$ cat config.mk
export PLATFORM = sky130hd
export DESIGN_NAME = ohm_front
export DESIGN_NICKNAME = d
export VERILOG_FILES = /design/src/ohm_pkg.sv /design/src/ohm_front.sv
export SDC_FILE = /design/constraint.sdc
export NUM_CORES = 1
export LEC_CHECK = 0
export BUFFER_PORTS_ARGS = -buffer_cell sky130_fd_sc_hd__buf_4
export CORE_ASPECT_RATIO = 1.5
export CORE_MARGIN = 8
export CORE_UTILIZATION = 43
export CTS_CLUSTER_DIAMETER = 120
export DETAILED_ROUTE_END_ITERATION = 6
export PLACE_DENSITY = 0.8
export REMOVE_ABC_BUFFERS = 1
export SLEW_MARGIN = 20
export SYNTH_ARGS = -nofsm -noshare
export SYNTH_HDL_FRONTEND = slang
export SYNTH_SLANG_ARGS = --single-unit
$ cat constraint.sdc
create_clock -name clk -period 4.8 [get_ports clk]
set_input_delay 0.96 -clock clk [delete_from_list [all_inputs] [get_ports clk]]
set_output_delay 0.96 -clock clk [all_outputs]
set_load 0.005 [all_outputs]
$ cat src/ohm_pkg.sv
// Package for the open-addressing hash map: sizes, codes, shared types.
// Depends on nothing; used by ohm_front, ohm_back and the top level.
package ohm_pkg;
  localparam int SLOTS = 256;
  localparam int SLOT_W = $clog2(SLOTS);
  localparam int VALUE_WIDTH = 64;
  localparam int CNT_W = SLOT_W + 1;
  localparam logic [63:0] FNV_BASIS = 64'hCBF29CE484222325;
  localparam logic [63:0] FNV_PRIME = 64'h00000100000001B3;
  // The prime is 2**FNV_PRIME_SHIFT plus FNV_PRIME_LOW.
  localparam int FNV_PRIME_SHIFT = 40;
  localparam logic [8:0] FNV_PRIME_LOW = 9'h1B3;
  localparam logic [2:0] ACT_GET = 3'd0;
  localparam logic [2:0] ACT_SET = 3'd1;
  localparam logic [2:0] ACT_DEL = 3'd2;
  localparam logic [2:0] ACT_RST = 3'd3;
  localparam logic [2:0] ACT_NEXT = 3'd4;
  localparam logic [1:0] ST_OK = 2'd0;
  localparam logic [1:0] ST_NOTFOUND = 2'd1;
  localparam logic [1:0] ST_FULL = 2'd2;
  localparam logic [1:0] ST_END = 2'd3;
  localparam logic [1:0] MARK_EMPTY = 2'd0;
  localparam logic [1:0] MARK_LIVE = 2'd1;
  localparam logic [1:0] MARK_TOMB = 2'd2;

  typedef struct packed {
    logic [2:0] action;
    logic [63:0] key;
    logic [VALUE_WIDTH-1:0] value;
    logic [SLOT_W-1:0] home;
  } cmd_t;
endpackage

$ cat src/ohm_front.sv
// Front part: masks the key and, for get, set and delete, hashes it byte-serially with FNV-1a-64.
// Depends on ohm_pkg.
module ohm_front (
  input  logic clk,
  input  logic rst_n,
  input  logic in_tvalid,
  output logic in_tready,
  input  logic [2:0] action,
  input  logic [63:0] key,
  input  logic [63:0] value,
  input  logic [3:0] key_bytes,
  output logic q_valid,
  input  logic q_ready,
  output ohm_pkg::cmd_t q_cmd
);
  localparam logic [1:0] F_IDLE = 2'd0;
  localparam logic [1:0] F_XOR = 2'd1;
  localparam logic [1:0] F_MUL = 2'd2;
  localparam logic [1:0] F_DONE = 2'd3;

  logic [1:0] state_r, state_nxt;
  logic [3:0] nb, idx_r, x_r;
  logic [63:0] mask, hash_r, prod;
  ohm_pkg::cmd_t cmd_r;
  logic [7:0] kb;

  always_comb begin
    if (key_bytes == 4'd0) nb = 4'd1;
    else if (key_bytes > 4'd8) nb = 4'd8;
    else nb = key_bytes;
  end
  assign mask = ~64'd0 >> (7'd64 - {nb[3:0], 3'b000});
  assign kb = cmd_r.key[{idx_r[2:0], 3'b000} +: 8];
  assign prod = (hash_r << ohm_pkg::FNV_PRIME_SHIFT) +
                hash_r * {55'd0, ohm_pkg::FNV_PRIME_LOW};
  assign in_tready = (state_r == F_IDLE);
  assign q_valid = (state_r == F_DONE);
  assign q_cmd = cmd_r;

  always_comb begin
    state_nxt = state_r;
    unique case (state_r)
      F_IDLE: if (in_tvalid) state_nxt = (action <= ohm_pkg::ACT_DEL) ? F_XOR : F_DONE;
      F_XOR: state_nxt = F_MUL;
      F_MUL: state_nxt = (idx_r + 4'd1 == x_r) ? F_DONE : F_XOR;
      F_DONE: if (q_ready) state_nxt = F_IDLE;
      default: state_nxt = F_IDLE;
    endcase
  end

  always_ff @(posedge clk) begin
    if (!rst_n) begin
      state_r <= F_IDLE;
    end else begin
      state_r <= state_nxt;
    end
    unique case (state_r)
      F_IDLE: begin
        cmd_r.action <= action;
        cmd_r.key <= key & mask;
        cmd_r.value <= value[ohm_pkg::VALUE_WIDTH-1:0];
        cmd_r.home <= '0;
        hash_r <= ohm_pkg::FNV_BASIS;
        idx_r <= 4'd0;
        x_r <= nb;
      end
      F_XOR: begin
        hash_r <= hash_r ^ {56'd0, kb};
      end
      F_MUL: begin
        hash_r <= prod;
        cmd_r.home <= ohm_pkg::SLOT_W'(prod);
        if (idx_r + 4'd1 == x_r) idx_r <= 4'd0;
        else idx_r <= idx_r + 4'd1;
      end
      default: ;
    endcase
  end
endmodule

Word level (Yosys, flattened, before mapping)
Index checks and enable logic that the tools add are counted.
{ "classes": {"n_addsub": 3, "multipliers": 1, "magnitude_cmp": 2, "n_eq_ne": 6, "shift": 2, "mux": 11, "bitwise": 2, "reduce_logical": 5} }
{ "op_table": {"columns": ["op", "n"], "rows": [
  ["case mux 64 bit (3 select lines)", 1],
  ["adder 64 bit", 1],
  ["AND 64 bit", 1],
  ["multiplier 64 x 9 -> 64 bit, second input constant", 1],
  ["indexed part select 64 x 7 -> 8 bit", 1],
  ["right shift 64 x 7 -> 64 bit, first input constant", 1],
  ["bitwise XOR 64 x 8 -> 64 bit", 1],
  ["case mux 8 bit (2 select lines)", 1],
  ["2-to-1 mux 4 bit", 3],
  ["2-to-1 mux 2 bit", 4],
  ["case mux 2 bit (4 select lines)", 1],
  ["case mux 4 bit (2 select lines)", 1],
  ["subtractor 7 bit, first input constant", 1],
  ["adder 4 x 1 -> 4 bit, second input constant", 1],
  ["== test 2 bit, second input constant", 2],
  ["== test 4 bit", 1],
  ["> comparator 4 bit, second input constant", 1],
  ["logical NOT 4 bit", 1],
  ["less-or-equal comparator 3 x 2 -> 1 bit, second input constant", 1],
  ["nonzero test 3 bit", 1],
  ["== test 2 x 1 -> 1 bit, second input constant", 1],
  ["logical NOT 2 bit", 1],
  ["!= test 2 x 1 -> 1 bit, second input constant", 1],
  ["!= test 2 bit, second input constant", 1],
  ["other kinds (2)", 2]
]} }
{ "word_totals": {"reg_bits": 213, "inputBits": 139, "output_inout_bits": 141, "elab_cells": 40} }

Logic depth before layout (Yosys ltp)
Gate-level depths: netlist (run 1).
{ "depth": {"word_depth": 6, "mapped_depth": 12, "mapped_depth_nobuf": 12} }

Worst setup path before layout (run 1)
No wires, ideal clock.
{ "synth_timing": {"path_kind": "register to register", "start": "register state_r[0]", "end": "register idx_r[0] (enable)", "setup_time_ns": 0.329, "t_arrival_ns": 4.322, "required_ns": 4.471, "slack_ns": 0.148, "stages_incl_launch_ff": 4, "n_path_buf": 0, "synth_period_minus_slack_ns": 4.652, "path_cell_list": "dfxtp_1 > inv_1 > ha_1 > or2_2"} }
{ "synth_between": {"elab_chain_cells": 2, "elab_cells_between_ends": 3, "cone_classes": "eq/ne (1); reduce/logical (2)"} }
{ "synth_lines": {"columns": ["item", "line", "text"], "rows": [
  ["start: declaration", "ohm_front.sv:21", "logic [1:0] state_r, state_nxt;"],
  ["start signal: assignment", "ohm_front.sv:55", "state_r <= state_nxt;"],
  ["logical NOT 2 bit", null, null],
  ["via in_tready", "ohm_front.sv:7", "output logic in_tready,"],
  ["nonzero test 2 bit (no line)", null, null],
  ["end signal: assignment", "ohm_front.sv:74", "else idx_r <= idx_r + 4'd1;"],
  ["end: declaration", "ohm_front.sv:22", "logic [3:0] nb, idx_r, x_r;"]
]} }
The timed path passes the listed nets, and every way through them passes these cells.
A chain may end at the register's enable or synchronous reset.

Final worst setup path (run 1)
{ "layout_timing": {"start": "register hash_r[0]", "end": "register cmd_r (netlist bit q_cmd[7]), data pin"} }
{ "layout_between": {"elab_chain_cells": 3} }
{ "layout_lines": {"columns": ["item", "line", "text"], "rows": [
  ["start: declaration", "ohm_front.sv:23", "logic [63:0] mask, hash_r, prod;"],
  ["start signal: assignment", "ohm_front.sv:63", "hash_r <= ohm_pkg::FNV_BASIS;"],
  ["start signal: assignment", "ohm_front.sv:68", "hash_r <= hash_r ^ {56'd0, kb};"],
  ["start signal: assignment", "ohm_front.sv:71", "hash_r <= prod;"],
  ["multiplier 64 x 9 -> 64 bit", "ohm_front.sv:35", "hash_r * {55'd0, ohm_pkg::FNV_PRIME_LOW};"],
  ["adder 64 bit", "ohm_front.sv:34", "assign prod = (hash_r << ohm_pkg::FNV_PRIME_SHIFT) +"],
  ["case mux 8 bit (2 select lines)", "ohm_front.sv:57", "unique case (state_r)"],
  ["end: declaration", "ohm_front.sv:24", "ohm_pkg::cmd_t cmd_r;"]
]} }
Every way passes these cells.

==> results by stage, run 1 <==
Placed design:
- After detailed placement, the total cell area comes to 8870 µm².
- The number of buffers inserted by port buffering is 279.
- The congestion estimate from routability-driven global placement came to 0.828.
- The cell total after placement is 835.
- The sum of net half-perimeters after detailed placement is 15,100 µm.

Synthesis:
- Of the total synthesized cell area, the portion taken by full adders, half adders and majority gates is 6.53%.
- Synthesis produced a netlist whose cell count is 371.
- The area of the mapped netlist is 6590 µm².
- The simple-gate portion of the synthesized area is 8.43%.
- Of the total synthesized cell area, the portion taken by XOR and XNOR cells is 3.42%.
- The part of the Yosys area used for sequential elements is 71.2%.
- After synthesis, the largest family of logic cells by area is simple AND/OR/NAND/NOR gates.
- The compound-gate portion of the synthesized area is 1.37%.
- The Yosys step of the flow raised 0 warnings.
- The post-synthesis average cell area is 17.8 µm².
- The number of distinct library cells after synthesis is 32.
- The total of flip-flops plus latches after synthesis is 157.
- The post-synthesis mux area share is 7.08%.

Critical path:
- The required time of the critical path is 4.97 ns.
- Along the worst path, the maximum fanout reaches 5.
- The critical path class is flip-flop to flip-flop.
- STA classifies the critical path endpoint as a flip-flop.
- STA classifies the critical path startpoint as a flip-flop.
- For the worst setup path, the data arrival time is 4.15 ns.

Timing:
- The final count of pins violating max slew is 0.
- Across the routed clock network, the largest skew measured is 0.00939 ns.
- The relative max-transition margin is 30.5%.
- The hold violation count in the final report is 0.
- The actual slew at the worst max-slew pin is 1.04 ns.
- The aggregate negative setup slack is 0 ns.
- The final period utilization is 82.9%.
- Based on the critical path, the design can be clocked at up to 251 MHz.
- The final setup violation count is 0.
- The shortest clock period the worst path allows after layout is 3.98 ns.
- Setup repair after global routing left no endpoint under its margin.

Cells and area:
- The share of post-route cells with drive strength above 1 is 49.0%.
- The repair_antennas step left the layout with diodes totalling 0.
- After the last flow step, the layout net total stands at 826.
- The number of standard cells in the final layout excluding fillers is 866.
- Compared with the post-synthesis result, the final layout area differs by 43.0%.
- The library cell used most frequently in the layout, excluding fill and tap cells, is buf_4.
- After routing the design area is 9430 µm².
- In the layout the commonest cells are 282 x buf_4, 155 x edfxtp_1, 47 x and2_1, 27 x ha_1, 19 x nor2b_1.

Run:
- The max capacitance violation total is 0.

Die:
- The floorplan step defined a core boundary enclosing 15,100 µm².
- The die covers 19,600 µm².
- For this configuration, the core starts out at a cell density of 43.8%.
- The x dimension of the die is 117 µm.
- The die is 168 µm tall.
- 280 I/O pins were placed.
- The floorplan has 55 rows.

GRT:
- The initial antenna violation count is 0.
- The number of global-route vias before repair is 4,809.
- Entering global routing, the biggest net connects 66 pins.
- The total overflow reported by the global router is 0.
- The total routing resource utilization after global routing is 19.7%.
- The wire length of the first global-routing pass is 27,900 µm.

Power and ir drop:
- The maximum VDD drop is 395 µV.
- Dividing total power by cell area gives a power density of 659 nW/µm².
- The static leakage is 4.01 nW.
- Total power for the finished layout comes to 6.21 mW.

Clock tree:
- In this run the number of H-tree levels came out at 4.
- At the later pin of the worst-skew pair, clock insertion delay measures 0.42 ns.
- The number of gates resized after CTS was 0.
- The CTS root buffer is clkbuf_16.
- The total clock sinks is 157.
- The clock-pin transition on the worst setup and hold timing paths is 0.06 ns.
- Clock tree synthesis inserted a total of 17 buffers.
- The largest buffer count on any clock path is 2.
- Post-CTS timing repair inserted 0 buffers for setup.
- The count of hold-fix buffers inserted at cts is 0.
- TritonCTS built the clock tree.

Drt:
- The routed layout has 4,236 vias.
- Once detail routing completed, the nets flagged for antenna violations numbered 0.
- The residual DRC count is 0.
- The average wire length per cell after detail routing is 22.1 µm.
- The first detailed-routing pass took 4 iterations.
- The via density per instance is 4.89.
- The detailed router finished its first iteration with 150 violations.
- After detailed routing, the total wire length is 19,100 µm.

Status:
- The run finished with clean final reports.

Hold path:
- The tightest min-delay check is of the flip-flop to flip-flop type.
[stage by stage]
stage / worst slack (ns) / hold slack [ns] / util (%)
floorplan: 0.148 / 0.559 / -
global placement: 0.864 / 0.587 / 58.9
detailed placement: 0.801 / 0.616 / 58.9
CTS: 0.804 / 0.626 / 62.6
global route: 0.666 / 0.642 / 62.6
finish: 0.822 / 0.635 / 62.6
[kinds of logic (layout without fill, tap and decap cells)]
| family | count (synthesis) | count (layout) |
|---|---|---|
| compound gates | 12 | 12 |
| xor+xnor | 24 | 24 |
| fa+ha+maj | 32 | 32 |
| buf+inv | 25 | 321 |
| flops | 157 | 157 |
| mux | 26 | 26 |
| simple gates | 95 | 95 |
[registers in the layout, summed over array words and instances, names as in the netlist]
name and cells:
state_r 2, idx_r 4, x_r 4, hash_r 8, q_cmd 139
[where the power goes]
part           leakage [nW]  internal, mW  total, mW  switching, mW
registers              1.59          2.25       2.58          0.327
clock network         0.279         0.724       1.29          0.567
logic                  2.15          1.21       2.35           1.14
total                  4.01          4.18       6.21           2.03
[path summary, 6_finish.rpt]
check              from          to  slack, ns  cells past startpoint
max reg2reg   hash_r[0]    q_cmd[7]       0.82                     11
min          state_r[1]  state_r[1]       0.64                      2
min reg2reg  state_r[1]  state_r[1]       0.64                      2
max           hash_r[0]    q_cmd[7]       0.82                     11
[area by class of cell]
class	count	area [µm²]
Clock buffer	17	425
Clock inverter	14	133
Fill cell	1131	5640
Inverter	8	30.0
Multi-Input combinational cell	189	1780
Sequential cell	157	4690
Tap cell	199	249
Timing Repair Buffer	282	2120
[worst max-delay path, stage by stage, from the launching register on]
cell      delay, ns
edfxtp_1       0.50
ha_1           0.29
fa_1           0.49
ha_1           0.33
fa_1           0.50
ha_1           0.33
fa_1           0.45
xnor2_1        0.21
xnor2_1        0.11
xnor2_1        0.30
xnor2_1        0.16
nor2b_1        0.06
[synthesized netlist by cell type]
master | number | area [µm²]
dfxtp_1 | 2 | 40.0
mux2i_1 | 11 | 110
mux4_1 | 5 | 131
inv_1 | 8 | 30.0
or3_1 | 1 | 6.26
o221a_2 | 1 | 11.3
nand2_1 | 7 | 26.3
nand2b_1 | 3 | 18.8
fa_1 | 4 | 80.1
o21ai_0 | 3 | 15.0
xor3_1 | 1 | 23.8
ha_1 | 28 | 350
buf_12 | 1 | 20.0
nand3_1 | 4 | 20.0
and2_1 | 47 | 294
o211ai_2 | 1 | 12.5
buf_4 | 1 | 7.51
nor2_1 | 9 | 33.8
nor2b_1 | 19 | 119
o2bb2ai_1 | 4 | 35.0
a21oi_1 | 2 | 10.0
xor2_1 | 7 | 61.3
nand3b_1 | 3 | 22.5
nand4b_1 | 1 | 8.76
xnor2_1 | 16 | 140
buf_6 | 2 | 22.5
buf_2 | 2 | 10.0
mux4_2 | 10 | 225
edfxtp_1 | 155 | 4650
or2_2 | 1 | 6.26
a31oi_1 | 1 | 6.26
clkbuf_1 | 11 | 41.3
[layer usage]
layer	up-vias	routed length [µm]	GRT usage (%)
li1	1944	-	-
met1	2053	6410	19.4
met2	204	10500	35.5
met3	35	1690	7.09
met4	0	549	8.89
met5	-	0	0
No activity file was read; power rests on OpenSTA's default activity.
==> run 2, diff against run 1 <==
--- a/config.mk
+++ b/config.mk
@@ -5,13 +5,14 @@
 export SDC_FILE = /design/constraint.sdc
 export NUM_CORES = 1
 export LEC_CHECK = 0
+export ABC_AREA = 1
 export BUFFER_PORTS_ARGS = -buffer_cell sky130_fd_sc_hd__buf_4
 export CORE_ASPECT_RATIO = 1.5
 export CORE_MARGIN = 8
-export CORE_UTILIZATION = 43
+export CORE_UTILIZATION = 49
 export CTS_CLUSTER_DIAMETER = 120
 export DETAILED_ROUTE_END_ITERATION = 6
-export PLACE_DENSITY = 0.8
+export PLACE_DENSITY = 0.85
 export REMOVE_ABC_BUFFERS = 1
 export SLEW_MARGIN = 20
 export SYNTH_ARGS = -nofsm -noshare
==> constraint.sdc (replaced) <==
create_clock -name clk -period 3.84 [get_ports clk]
set_input_delay 0.768 -clock clk [delete_from_list [all_inputs] [get_ports clk]]
set_output_delay 0.768 -clock clk [all_outputs]
set_load 0.005 [all_outputs]
==> run 2 against run 1 <==
Sequential cell count stayed put. Die area shrank 6.5%. Non-clock buffer count increased by 4. Worst hold slack worse by 0.11 ns. Fmax rose by 9.4%. Utilization is 7.5 points higher. Combinational power is 40% higher. Global-route usage grew 2.8 points.
==> results by stage, run 2 <==
Power and ir drop:
- The internal portion of total power is 5.26 mW.
- Combinational logic is responsible for 39.7% of the overall power.
- The relative contribution of sequential cells to total power is 39.6%.
- The maximum VDD drop is 436 µV.
- The proportion of power drawn by the clock network is 20.7%.
- The analysis attributes to net switching a power of 3.00 mW.
- The power density over the cells is 845 nW/µm².
- The static leakage is 4.67 nW.
- The design draws 8.25 mW.
- The switching portion of total power is 36.3%.

Cells and area:
- The number of flip-flops in the largest register is 139.
- The share of post-route cells with drive strength above 1 is 36.0%.
- The top cell types in the final layout, fill and taps aside, are 286 x buf_4, 155 x edfxtp_1, 127 x nor2_1, 101 x inv_1, 83 x nand2_1.
- 0 antenna diodes ended up in the layout.
- The most frequent standard cell in the layout excluding fill and tap cells is buf_4.
- The area added between synthesis and finish is 40.3%.
- The final net count is 1,067.
- The finished cells cover 9760 µm².
- For this run, the number of standard cells in the final layout without fillers is 1,074.

Synthesis:
- The most common cell in the synthesized netlist is edfxtp_1.
- For this run, the leading register cell type out of synthesis is edfxtp_1.
- The part of the Yosys area used for sequential elements is 67.4%.
- The total of flip-flops plus latches after synthesis is 157.
- The number of distinct library cells after synthesis is 26.
- After synthesis, the share of flip-flops with an asynchronous set or reset is 0%.
- The post-synthesis average cell area is 11.3 µm².
- Summed over its instances, the top area cell type makes up 66.9% of the synthesized netlist area.
- Yosys printed 0 warnings.
- The cell taking the most area after synthesis is edfxtp_1.
- Sorting the synthesized cells by how often they occur yields 155 x edfxtp_1, 127 x nor2_1, 101 x inv_1, 83 x nand2_1, 33 x nand3_1.
- Sorting the synthesized cells by area gives the leading types as edfxtp_1 67%, nor2_1 6.8%, inv_1 5.4%.
- Yosys mapped a number of flops with a built-in enable equal to 155.
- Synthesis produced 616 cells.
- The mapped netlist covers 6960 µm².

Clock tree:
- The count of hold-fix buffers inserted at cts is 0.
- No sink is reached through more buffers than the 2 on the longest clock path.
- The tree built by TritonCTS fans out to 157 sinks.
- The clock-pin transition on the worst setup and hold timing paths is 0.07 ns.
- The tree is rooted in a clkbuf_16.
- TritonCTS built the clock tree.
- For the worst-skew pair, the clock arrives at the later sink with an insertion delay of 0.41 ns.
- The total CTS buffers is 17.
- The H-tree depth reported by CTS is 4.

Die:
- For this design the top-level I/O count stands at 280.
- The starting density of the core is 50.0%.
- The x dimension of the die is 113 µm.
- The region available for standard cell placement spans 13,900 µm².
- The die outline area is 18,400 µm².
- The die span in y is 162 µm.
- The site row count is 53.

Drt:
- The number of DRC violations after detailed-routing iteration 0 is 206.
- In this run the remaining antenna-violating nets after routing total 0.
- Wires add up to 20,800 µm.
- The average wire length per cell after detail routing is 19.4 µm.
- The via density per instance is 4.98.
- In the routed design, unresolved DRC markers number 0.
- The routed layout has 5,350 vias.
- The first-pass iteration count of the detailed router is 5.

Critical path:
- For the worst flop-to-flop path, the logic depth is 15.
- In this run the worst setup path terminates at hash_r[7].
- The worst register-to-register path has a setup slack of 0.20 ns.
- The reg-to-reg startpoint is hash_r[4].
- Of all nets on the critical path, the largest fanout is 4.
- The critical path class is flip-flop to flip-flop.
- The capturing element type of the critical path is a flip-flop.
- The data arrival time at the worst-slack endpoint is 3.79 ns.
- The required time of the critical path is 4.00 ns.
- Tracing the worst setup path back leads to its startpoint at hash_r[4].
- The capture point of the worst reg-to-reg path is hash_r[7].
- The worst setup path is launched from a flip-flop.

Timing:
- Counting I/O delays and the setup requirement, the final critical path takes 3.64 ns.
- The hold violation count in the final report is 0.
- The actual slew at the worst max-slew pin is 0.834 ns.
- The final setup violation count is 0.
- Clock skew on the completed layout was measured at 0.00999 ns.
- The upper clock frequency limit is 275 MHz.
- Setup repair after global routing left no endpoint under its margin.
- The final critical path takes up 94.7% of the cycle.
- The relative max-transition margin is 44.4%.
- The final count of pins violating max slew is 0.
- After layout, the worst setup slack is 0.204 ns.

GRT:
- The wire length of the first global-routing pass is 30,700 µm.
- The initial antenna violation count is 0.
- The largest net degree at the start of global routing is 68.
- The total overflow reported by the global router is 0.
- The total routing resource utilization after global routing is 22.6%.
- The number of global-route vias before repair is 5,637.

Placed design:
- The global placer's final weighted congestion is 0.914.
- The placed cell area is 9130 µm².
- The number of buffers inserted by port buffering is 279.
- The post-placement worst setup slack is 0.128 ns.
- The cell total after placement is 1,039.
- The sum of net half-perimeters after detailed placement is 16,200 µm.

Status:
- The run finished with clean final reports.

Hold path:
- The worst hold path belongs to the class primary input to flip-flop.

Run:
- Across the run, the number of max-cap violations was 0.
==> run 2: layout make-up <==
cell class / count / area (µm²)
multi-input cells: 331 / 1730
inverters: 103 / 389
fillers: 1057 / 4160
clock buffers: 18 / 429
well taps: 165 / 206
repair buffers: 286 / 2150
clock inverters: 14 / 170
flip-flops and latches: 157 / 4690
==> run 2: worst min path at each step <==
| stage | from | end | slack, ns | depth (start not counted) |
|---|---|---|---|---|
| after global routing | value[36] | q_cmd[44] | 0.50 | 1 |
| after global placement | state_r[0] | state_r[0] | 0.60 | 2 |
| after floorplan | state_r[0] | state_r[0] | 0.51 | 2 |
| after detailed placement | state_r[0] | state_r[0] | 0.61 | 2 |
| after CTS | value[44] | q_cmd[52] | 0.51 | 1 |
| final | value[51] | q_cmd[59] | 0.52 | 1 |
==> run 2: critical path, cell delays in order, from the launching register on <==
cell	delay, ns
edfxtp_1	0.45
ha_1	0.33
ha_1	0.30
ha_1	0.32
fa_1	0.50
ha_1	0.31
ha_1	0.21
fa_1	0.38
inv_1	0.06
nand3_1	0.08
nand2_1	0.07
nand2_1	0.04
nand2_1	0.10
nand2_1	0.06
nand3_1	0.10
a21oi_2	0.06
==> run 2: power by group through the flow <==
| stage | registers (mW) | clock network (mW) | logic (mW) |
|---|---|---|---|
| 4_1_cts | 3.27 | 1.73 | 3.30 |
| 5_1_grt | 3.35 | 1.80 | 3.61 |
| 2_1_floorplan | 3.34 | 0 | 1.49 |
| 3_5_place_dp | 3.29 | 0 | 3.27 |
| 6_report | 3.27 | 1.71 | 3.28 |
| 3_3_place_gp | 3.26 | 0 | 3.20 |
==> run 2: stage by stage <==
| step | hold slack (ns) | util [%] | setup TNS (ns) |
|---|---|---|---|
| 2_1_floorplan | 0.511 | - | -59.62 |
| 3_3_place_gp | 0.598 | 65.5 | 0 |
| 3_5_place_dp | 0.611 | 65.5 | 0 |
| 4_1_cts | 0.507 | 69.8 | 0 |
| 5_1_grt | 0.502 | 70.1 | 0 |
| 6_report | 0.524 | 70.1 | 0 |
==> run 2: cell families (layout without fill, tap and decap cells) <==
logic type | after synthesis | count (layout) | share of synthesized area [%]
AO/OA/AOI/OAI | 47 | 47 | 3.45
flip-flops | 157 | 157 | 67.4
buffers and inverters | 128 | 421 | 8.16
XOR/XNOR | 4 | 4 | 0.503
adder cells (fa/ha/maj) | 32 | 32 | 6.18
AND/OR/NAND/NOR | 248 | 248 | 14.3
==> run 2: per-layer routing <==
| metal | part of all wire [%] | vias up | GRT usage (%) | wire (µm) |
|---|---|---|---|---|
| li1 | - | 2571 | - | - |
| met1 | 32 | 2480 | 21.0 | 6620 |
| met4 | 4.5 | 0 | 12.5 | 941 |
| met2 | 55 | 244 | 41.7 | 11500 |
| met5 | 0 | - | 0 | 0 |
| met3 | 8.2 | 55 | 7.95 | 1710 |
==> run 2: repair_timing <==
item,4_1_cts,5_1_grt
buffers inserted,0,3
endpoints found under the setup margin,0,1
resized for setup,0,2
